`config.mk`:
```
export PLATFORM = sky130hd
export DESIGN_NAME = atan2_octant_polynomial_q15_unit
export DESIGN_NICKNAME = d
export VERILOG_FILES = /design/src/rtl/core/a2oct_pkg.sv /design/src/rtl/core/a2oct_prep.sv /design/src/rtl/core/a2oct_div_cell.sv /design/src/rtl/core/a2oct_poly.sv /design/src/rtl/core/atan2_octant_polynomial_q15_unit.sv
export SDC_FILE = /design/constraint.sdc
export NUM_CORES = 2
export LEC_CHECK = 0
export BUFFER_PORTS_ARGS = -buffer_cell sky130_fd_sc_hd__buf_2
export CAP_MARGIN = 15
export CORE_ASPECT_RATIO = 1.1
export CORE_MARGIN = 2
export CORE_UTILIZATION = 28
export CTS_CLUSTER_DIAMETER = 120
export DETAILED_ROUTE_END_ITERATION = 8
export PLACE_DENSITY = 0.53
export SLEW_MARGIN = 15
export SYNTH_ARGS = -nofsm -noshare
export SYNTH_HDL_FRONTEND = slang
export SYNTH_SLANG_ARGS = --single-unit
```
`constraint.sdc`:
```
create_clock -name clk -period 7.6 [get_ports clk]
set_clock_uncertainty 0.2 [all_clocks]
set_input_delay 0.38 -clock clk [delete_from_list [all_inputs] [get_ports clk]]
set_output_delay 0.38 -clock clk [all_outputs]
set_load 0.02 [all_outputs]
```
`src/rtl/core/a2oct_pkg.sv`:
```
`default_nettype none

package a2oct_pkg;

  localparam int unsigned NUM_CELLS = 16;

  localparam logic [14:0] PI_4 = 15'd25736;
  localparam logic [13:0] C1   = 14'd8017;
  localparam logic [11:0] C2   = 12'd2172;
  localparam logic [16:0] PI   = 17'd102944;
  localparam logic [15:0] PI_2 = 16'd51472;
  localparam logic [15:0] ONE  = 16'd32768;

  typedef struct packed {
    logic zero;
    logic swap;
    logic xneg;
    logic yneg;
  } oct_flags_t;

  typedef struct packed {
    logic [32:0] rem;
    logic [31:0] dvsr;
    logic [15:0] quo;
    oct_flags_t  flags;
  } div_word_t;

endpackage

`default_nettype wire

```
`src/rtl/core/a2oct_prep.sv`:
```
`default_nettype none

module a2oct_prep (
  input  wire logic                  clk,
  input  wire logic                  rst,
  input  wire logic                  in_valid,
  input  wire logic [31:0]           imag_part,
  input  wire logic [31:0]           real_part,
  input  wire logic                  down_en,
  output logic                       en,
  output logic                       valid,
  output a2oct_pkg::div_word_t       word
);
  import a2oct_pkg::*;

  logic [31:0] ax;
  logic [31:0] ay;
  logic        swap;
  div_word_t   word_next;

  always_comb begin
    ax   = real_part[31] ? (~real_part + 32'd1) : real_part;
    ay   = imag_part[31] ? (~imag_part + 32'd1) : imag_part;
    swap = ay > ax;
    word_next.rem        = {1'b0, (swap ? ax : ay)};
    word_next.dvsr       = swap ? ay : ax;
    word_next.quo        = '0;
    word_next.flags.zero = (real_part == 32'd0) && (imag_part == 32'd0);
    word_next.flags.swap = swap;
    word_next.flags.xneg = real_part[31];
    word_next.flags.yneg = imag_part[31];
  end

  assign en = !valid || down_en;

  always_ff @(posedge clk) begin
    if (rst) begin
      valid <= 1'b0;
    end else if (en) begin
      valid <= in_valid;
    end
  end

  always_ff @(posedge clk) begin
    if (en) begin
      word <= word_next;
    end
  end

endmodule

`default_nettype wire

```
`src/rtl/core/a2oct_div_cell.sv`:
```
`default_nettype none

module a2oct_div_cell (
  input  wire logic                  clk,
  input  wire logic                  rst,
  input  wire logic                  in_valid,
  input  wire a2oct_pkg::div_word_t  in_word,
  input  wire logic                  down_en,
  output logic                       en,
  output logic                       valid,
  output a2oct_pkg::div_word_t       word
);
  import a2oct_pkg::*;

  logic        q;
  logic [32:0] diff;
  logic [32:0] rest;
  div_word_t   word_next;

  // one quotient bit: compare, subtract, shift
  always_comb begin
    diff = in_word.rem - {1'b0, in_word.dvsr};
    q    = in_word.rem >= {1'b0, in_word.dvsr};
    rest = q ? diff : in_word.rem;
    word_next       = in_word;
    word_next.rem   = {rest[31:0], 1'b0};
    word_next.quo   = {in_word.quo[14:0], q};
  end

  assign en = !valid || down_en;

  always_ff @(posedge clk) begin
    if (rst) begin
      valid <= 1'b0;
    end else if (en) begin
      valid <= in_valid;
    end
  end

  always_ff @(posedge clk) begin
    if (en) begin
      word <= word_next;
    end
  end

endmodule

`default_nettype wire

```
`src/rtl/core/a2oct_poly.sv`:
```
`default_nettype none

module a2oct_poly (
  input  wire logic                  clk,
  input  wire logic                  rst,
  input  wire logic                  in_valid,
  input  wire logic [15:0]           ratio,
  input  wire a2oct_pkg::oct_flags_t in_flags,
  input  wire logic                  down_en,
  output logic                       en,
  output logic                       valid,
  output logic signed [17:0]         angle
);
  import a2oct_pkg::*;

  logic        v1, v2, v3;
  logic        en1, en2, en3, en4;
  oct_flags_t  f1, f2, f3;

  logic [31:0] lin_prod;
  logic [31:0] bow_prod;
  logic [31:0] t_prod;
  logic [15:0] om;
  logic [14:0] lin1, lin2;
  logic [13:0] bow1;
  logic [11:0] t1;

  logic [14:0] coef;
  logic [31:0] corr_prod;
  logic [11:0] corr2;

  logic [15:0] ang;
  logic [16:0] oct_next;
  logic [16:0] oct3;

  logic [16:0]        half;
  logic signed [17:0] angle_next;

  assign en4 = !valid || down_en;
  assign en3 = !v3 || en4;
  assign en2 = !v2 || en3;
  assign en1 = !v1 || en2;
  assign en  = en1;

  always_comb begin
    om       = ONE - ratio;
    lin_prod = 32'(ratio) * 32'(PI_4);
    bow_prod = 32'(ratio) * 32'(om);
    t_prod   = 32'(ratio) * 32'(C2);
  end

  always_comb begin
    coef      = {1'b0, C1} + {3'b0, t1};
    corr_prod = 32'(bow1) * 32'(coef);
  end

  always_comb begin
    ang      = {1'b0, lin2} + {4'b0, corr2};
    oct_next = f2.swap ? ({1'b0, PI_2} - {1'b0, ang}) : {1'b0, ang};
  end

  always_comb begin
    half = f3.xneg ? (PI - oct3) : oct3;
    if (f3.zero) begin
      angle_next = '0;
    end else if (f3.yneg) begin
      angle_next = -$signed({1'b0, half});
    end else begin
      angle_next = $signed({1'b0, half});
    end
  end

  always_ff @(posedge clk) begin
    if (rst) begin
      v1    <= 1'b0;
      v2    <= 1'b0;
      v3    <= 1'b0;
      valid <= 1'b0;
    end else begin
      if (en1) begin
        v1 <= in_valid;
      end
      if (en2) begin
        v2 <= v1;
      end
      if (en3) begin
        v3 <= v2;
      end
      if (en4) begin
        valid <= v3;
      end
    end
  end

  always_ff @(posedge clk) begin
    if (en1) begin
      lin1 <= lin_prod[29:15];
      bow1 <= bow_prod[28:15];
      t1   <= t_prod[26:15];
      f1   <= in_flags;
    end
    if (en2) begin
      lin2  <= lin1;
      corr2 <= corr_prod[26:15];
      f2    <= f1;
    end
    if (en3) begin
      oct3 <= oct_next;
      f3   <= f2;
    end
    if (en4) begin
      angle <= angle_next;
    end
  end

endmodule

`default_nettype wire

```
`src/rtl/core/atan2_octant_polynomial_q15_unit.sv`:
```
// registers from an accepted word to out_valid: 1 prep, 16 divider cells, 4 poly
// throughput: one word per cycle without stalls; the divider is a row of 16 cells, one quotient bit each
// every stage holds its own valid bit, so stall closes bubbles as it ripples back
// in_stall rises only when every stage is full and the output word is stalled
// reset: rst is synchronous, active high, and clears the valid bits only
`default_nettype none

module atan2_octant_polynomial_q15_unit (
  input  wire logic               clk,
  input  wire logic               rst,
  input  wire logic               in_valid,
  output logic                    in_stall,
  input  wire logic signed [31:0] imag_part,
  input  wire logic signed [31:0] real_part,
  output logic                    out_valid,
  input  wire logic               out_stall,
  output logic signed [17:0]      angle
);
  import a2oct_pkg::*;

  div_word_t cw  [0:NUM_CELLS];
  logic      cv  [0:NUM_CELLS];
  logic      cen [0:NUM_CELLS];
  logic      prep_en;

  a2oct_prep u_prep (
    .clk       (clk),
    .rst       (rst),
    .in_valid  (in_valid),
    .imag_part (imag_part),
    .real_part (real_part),
    .down_en   (cen[0]),
    .en        (prep_en),
    .valid     (cv[0]),
    .word      (cw[0])
  );

  assign in_stall = !prep_en;

  for (genvar k = 0; k < NUM_CELLS; k++) begin : g_cell
    a2oct_div_cell u_cell (
      .clk      (clk),
      .rst      (rst),
      .in_valid (cv[k]),
      .in_word  (cw[k]),
      .down_en  (cen[k + 1]),
      .en       (cen[k]),
      .valid    (cv[k + 1]),
      .word     (cw[k + 1])
    );
  end

  a2oct_poly u_poly (
    .clk      (clk),
    .rst      (rst),
    .in_valid (cv[NUM_CELLS]),
    .ratio    (cw[NUM_CELLS].quo),
    .in_flags (cw[NUM_CELLS].flags),
    .down_en  (!out_stall),
    .en       (cen[NUM_CELLS]),
    .valid    (out_valid),
    .angle    (angle)
  );

  a_angle_range : assert property (@(posedge clk) disable iff (rst)
    out_valid |-> (angle <= $signed({1'b0, PI})) && (angle >= -$signed({1'b0, PI})))
    else $error("angle outside -pi..pi");

  a_ratio_range : assert property (@(posedge clk) disable iff (rst)
    cv[NUM_CELLS] && !cw[NUM_CELLS].flags.zero |-> cw[NUM_CELLS].quo <= ONE)
    else $error("ratio above one");

  a_prep_order : assert property (@(posedge clk) disable iff (rst)
    cv[0] && !cw[0].flags.zero |->
      (cw[0].dvsr != 32'd0) && (cw[0].rem <= {1'b0, cw[0].dvsr}))
    else $error("min above max after prep");

  a_stall_full : assert property (@(posedge clk) disable iff (rst)
    in_stall |-> out_valid && out_stall)
    else $error("input stalled with output free");

endmodule

`default_nettype wire

```
# ---- Yosys cells after proc, flatten, opt, wreduce, memory -nomap -nowiden
# Cells that the tools add are included.
dict set report totals {
  out_inout_bits 20
  regBits 1363
}
dict set report classes {
  n_reduce_logical 48
  mux 22
  add_sub_neg 23
  magnitude_cmp 17
  bitwise 3
  n_mul 4
}
# operator count
set op_table {}
lappend op_table {{$mux 32} 19}
lappend op_table {{$ge 33x32->1} 15}
lappend op_table {{$sub 32x32->32} 15}
lappend op_table {{$add 32x1->32 const B} 2}
lappend op_table {{$logic_not 32->1} 2}
lappend op_table {{$not 32->32} 2}
lappend op_table {{$mux 17} 2}
lappend op_table {{$ge 32x32->1} 1}
lappend op_table {{$gt 32x32->1} 1}
lappend op_table {{$mul 16x16->29} 1}
lappend op_table {{$mul 14x15->27} 1}
lappend op_table {{$mul 16x12->27 const B} 1}
lappend op_table {{$mul 16x10->25 const B} 1}
lappend op_table {{$logic_not 1->1} 23}
lappend op_table {{$logic_or 1x1->1} 21}
lappend op_table {{$neg 17->18} 1}
lappend op_table {{$sub 16x16->17 const A} 1}
lappend op_table {{$sub 17x17->17 const A} 1}
lappend op_table {{$add 15x12->16} 1}
lappend op_table {{$mux 16} 1}
lappend op_table {{$sub 16x16->16 const A} 1}
lappend op_table {{$add 13x12->14 const A} 1}
lappend op_table {{$reduce_or 2->1} 1}
lappend op_table {{$logic_and 1x1->1} 1}
lappend op_table {{$not 1->1} 1}

# ---- Longest topological paths before layout
dict set report logic_depth {
  ltp_word 23
  ltp_mapped 30
}

# ---- Hierarchy
# Synthesis repeated with hierarchy kept, for this count alone.
dict set report hier_totals {
  cells_unflattened 9892
  hier_area_um2 106144.3
}
# module area_each_um2 cells_each n_inst
set modules_own_cells {}
lappend modules_own_cells {{a2oct_div_cell at g_cell[0].u_cell ...} 4775.8 433 14}
lappend modules_own_cells {a2oct_poly 24309.6 2493 1}
lappend modules_own_cells {{a2oct_div_cell at g_cell[15].u_cell ...} 4946.0 434 2}
lappend modules_own_cells {a2oct_prep 5073.6 467 1}
lappend modules_own_cells {atan2_octant_polynomial_q15_unit 7.5 2 1}

# ---- Least setup slack after synthesis
# OpenSTA, ideal clock, no wires.
dict set report synth_timing {
  path_type {register -> register}
  startpoint {reg g_cell[15].u_cell.word[9] (netlist bit)}
  endpoint {reg u_poly.bow1[12], data pin}
  t_arrival_ns 7.766
  path_stages_with_launch 28
  required_ns 7.142
  slack_ns -0.624
  period_less_slack_ns 8.224
  cell_sequence {edfxtp_1 clkinv_1 ha_1 and3_1 ha_1 clkbuf_1 nor2_1 fa_1 inv_1 fa_1 fa_1 fa_1 inv_1 fa_1 inv_1 fa_1 inv_1 ha_1 a21o_1 a21o_1 a21o_1 a211o_1 a31o_2 a21oi_1 nor3_1 or3_1 a31oi_1 xnor2_1}
}
dict set report synth_via {
  elab_chain_len 2
}
# element line
set synth_lines {}
lappend synth_lines {{start: declaration} a2oct_div_cell.sv:11} ;# output a2oct_pkg::div_word_t word
lappend synth_lines {{start signal: assignment} a2oct_div_cell.sv:42} ;# word <= word_next;
lappend synth_lines {{$sub 16x16->16} a2oct_poly.sv:46} ;# om = ONE - ratio;
lappend synth_lines {{$mul 16x16->29 *} a2oct_poly.sv:48} ;# bow_prod = 32'(ratio) * 32'(om);
lappend synth_lines {{via u_poly.bow_prod[27]} a2oct_poly.sv:21} ;# logic [31:0] bow_prod;
lappend synth_lines {{end signal: assignment} a2oct_poly.sv:98} ;# bow1 <= bow_prod[28:15];
lappend synth_lines {{end: declaration} a2oct_poly.sv:25} ;# logic [13:0] bow1;
# The timed path passes the listed nets; every way through them passes the cells marked *.
# A chain may end at the register's enable or synchronous reset.

# ---- Worst setup path in the final report
dict set report layout_timing {
  startpoint {reg g_cell[15].u_cell.word[5] (netlist bit)}
  endpoint {reg u_poly.bow1[12], data pin}
}
# The elaborated chain is that of the path after synthesis.

==> flow_summary.ini <==
[synth]
yosys.area.top_type = edfxtp_1
yosys.area_share.xor_xnor_pct = 5.115
yosys.area_share.simple_pct = 10.20
yosysMostFrequentCell = edfxtp_1
synth_edf_count = 1342
ys_seq_elements = 1363
synth_compound_area_share_pct = 11.65
synth_top_family_by_area = adder cells
ys_top_cells_by_area = edfxtp_1, ha_1, fa_1, inv_1, xnor2_1
synth_cell_types = 81
synth_nets = 10170
yosys_warnings = 0
synth_common_cells = edfxtp_1, inv_1, ha_1, nand2_1, a21oi_1
async_reset_ff_share_pct = 0
seq_area_frac_synth_pct = 42.86
synth_flop_cell = edfxtp_1
netlist.area_leader.share_pct = 42.41
syn_area_mm2 = 0.09501
synthCells = 8753
synth_mux_area_share_pct = 3.491
synth_fa_ha_area_share_pct = 21.06
syn_area_per_cell_um2 = 10.86

[clocking]
ctsLongestPathBuffers = 4
clock_latency_ps = 820
tritoncts = built
cts_max_level = 4
clock_tree.root_cell = clkbuf_16
numCtsBuffers = 167
cts.clk_slew.worst_paths_ps = 60
cts_sinks = 1363

[final_layout]
instances_no_fill = 13820
multi_input_comb_area_mm2 = 0.04948
drive_gt1_share_pct = 9.401
area_growth_pct = 14.76
utilization_pct = 32.26
num-fill-cells = 34150
fin_nets = 10560
seqCellArea_mm2 = 0.04072

[global_route]
grt_max_degree = 83
grt_pass1_wl_mm = 385.8
first_global_vias = 68560
grt_remaining_overflow = 0
antenna_found_initial = 4
grt_util_all_layers_pct = 14.14

[die]
initial_utilization_pct = 28.11
rows = 224
boundaryPins = 88
die_w_um = 559.4
core_region_area_mm2 = 0.3380
dieHeight_um = 615.0
die_area_mm2 = 0.3440

[routing]
vias = 64460
drt_pass1_iterations = 6
drtAntennaViolNets = 0
route.detailed.drc = 0
routed_via_density = 4.665
drtIter0Drc = 3031
finalWirelength_mm = 247.2
wire_per_inst_um = 17.89

[setup_path]
crit_fanout = 10
path_class = flip-flop to flip-flop
crit_top_cell = fa_1
cp_cell_sequence = clkinv_4, ha_1, and3_4, and2_1, and3_1, ha_1, buf_4, nand2b_1, fa_1, inv_1, fa_1, fa_1, fa_1, fa_1, inv_1, fa_1, inv_1, ha_1, a21o_1, a21oi_2, o22ai_1, or3_4, a31oi_4, xnor2_1
reg2reg_depth = 24
worstPathArrival_ps = 7740
crit_slowest_cell = fa_1
start_kind = flip-flop
max_stage_delay_ps = 550
end_kind = flip-flop
required_ps = 7960

[worst_hold_path]
min_path_cells = 0
hold_path.class = flip-flop to flip-flop

[placement]
portBuffers = 87
gp_congestion = 0.9512
pre_cts_ws_ps = -195.8
hpwlAfterDp_mm = 199.2
dpl.cell_count = 13380

[timing]
setup_viol = 0
finalMaxSlewViolations = 0
finalWorstSetupSlack_ps = 221.1
rsz0062_at_grt = true
tns_ps = 0
worst_slew_pin_slew_ps = 1136
hold_violations = 0
fin_crit_sh_pct = 97.09
max-slew-margin-rel_pct = 23.80
min_period_ps = 7379
clock.fmax_mhz = 135.5

[status]
status = complete, no violations

[flow_run]
cap_violations = 0
==> cell usage in the layout (no fill, tap or decap), drive strengths merged, types with 65 or more instances in the layout <==
master and instances:
inv 1258, and2 133, nand2 576, nand4 88
nand3 96, nor2 516, clkinv 67, mux2 219
xor2 225, a21o 231, nor3 101, a21oi 521
fa 424, nand2b 171, o21a 93, o21ai 435
o31ai 65, ha 921, clkbuf 204, xnor2 329
edfxtp 1342, buf 276, mux2i 85, dlygate4sd3 115
nor2b 99
==> metal layers <==
metal / track usage, % / vias up / share of wire (%)
met5: 0 / - / 0
li1: - / 31500 / -
met1: 14.04 / 31320 / 36
met3: 1.494 / 551 / 2.7
met4: 7.793 / 0 / 6.4
met2: 28.21 / 1092 / 55
==> final cells by class <==
cell class / instances / share of cell area (%)
clock inverter: 96 / 0.8927
inverter: 1254 / 4.343
timing repair buffer: 392 / 2.827
tap: 4520 / 5.187
clock buffer: 204 / 3.979
sequential: 1363 / 37.34
antenna: 23 / 0.05278
multi-input combinational: 5967 / 45.37
==> through the flow <==
stage	cell area [um^2]	hold slack, ps
after CTS	108700	188.7
after global placement	102200	201.5
after detailed placement	102200	204.5
after floorplan	95110	200.3
final	109000	182.1
after global routing	109000	203.0
==> final timing paths <==
kind	slack (ps)	endpoint	from
worst max-delay path	220	u_poly.bow1[12]	g_cell[15].u_cell.word[5]
worst min register to register	180	g_cell[13].u_cell.word[9]	g_cell[12].u_cell.word[8]
worst max register to register	220	u_poly.bow1[12]	g_cell[15].u_cell.word[5]
worst min-delay path	180	g_cell[13].u_cell.word[9]	g_cell[12].u_cell.word[8]
==> critical path: cells and delay by family, from the launching register on <==
family          cells  cell delay (ps)
compound gates      4              660
flops               1              400
buf+inv             5              460
fa+ha+maj           9             4090
simple gates        5             1230
xor+xnor            1               70
==> state kept, by name, indices dropped and copies added (netlist names), 3 cells and up <==
register             cells
u_poly.lin1             15
g_cell.u_cell.word    1160
g_cell.u_cell.valid     16
u_poly.oct3             17
u_prep.word             68
u_poly.f3                3
u_poly.t1               12
u_poly.lin2             15
u_poly.bow1             14
u_poly.angle            18
u_poly.f1                4
u_poly.corr2            12
u_poly.f2                4
==> logic make-up after synthesis <==
logic type | after synthesis
buffers and inverters | 1423
XOR/XNOR | 554
multiplexers | 304
adder cells (fa/ha/maj) | 1345
flip-flops | 1363
AO/OA/AOI/OAI | 1761
AND/OR/NAND/NOR | 2003
==> repair_timing <==
| item | CTS | global route |
|---|---|---|
| buffers inserted | 3 | 2 |
| resized for setup | 8 | 42 |
| setup endpoints to repair | 2 | 18 |
| hold endpoints to repair | 87 | 0 |
| cloned | 0 | 0 |
| pin swaps | 15 | 28 |
| hold buffers | 115 | 0 |
Power is left out: the tool's default activity adds up to more than one toggle a clock period on the data nets, which glitch-free logic cannot reach.
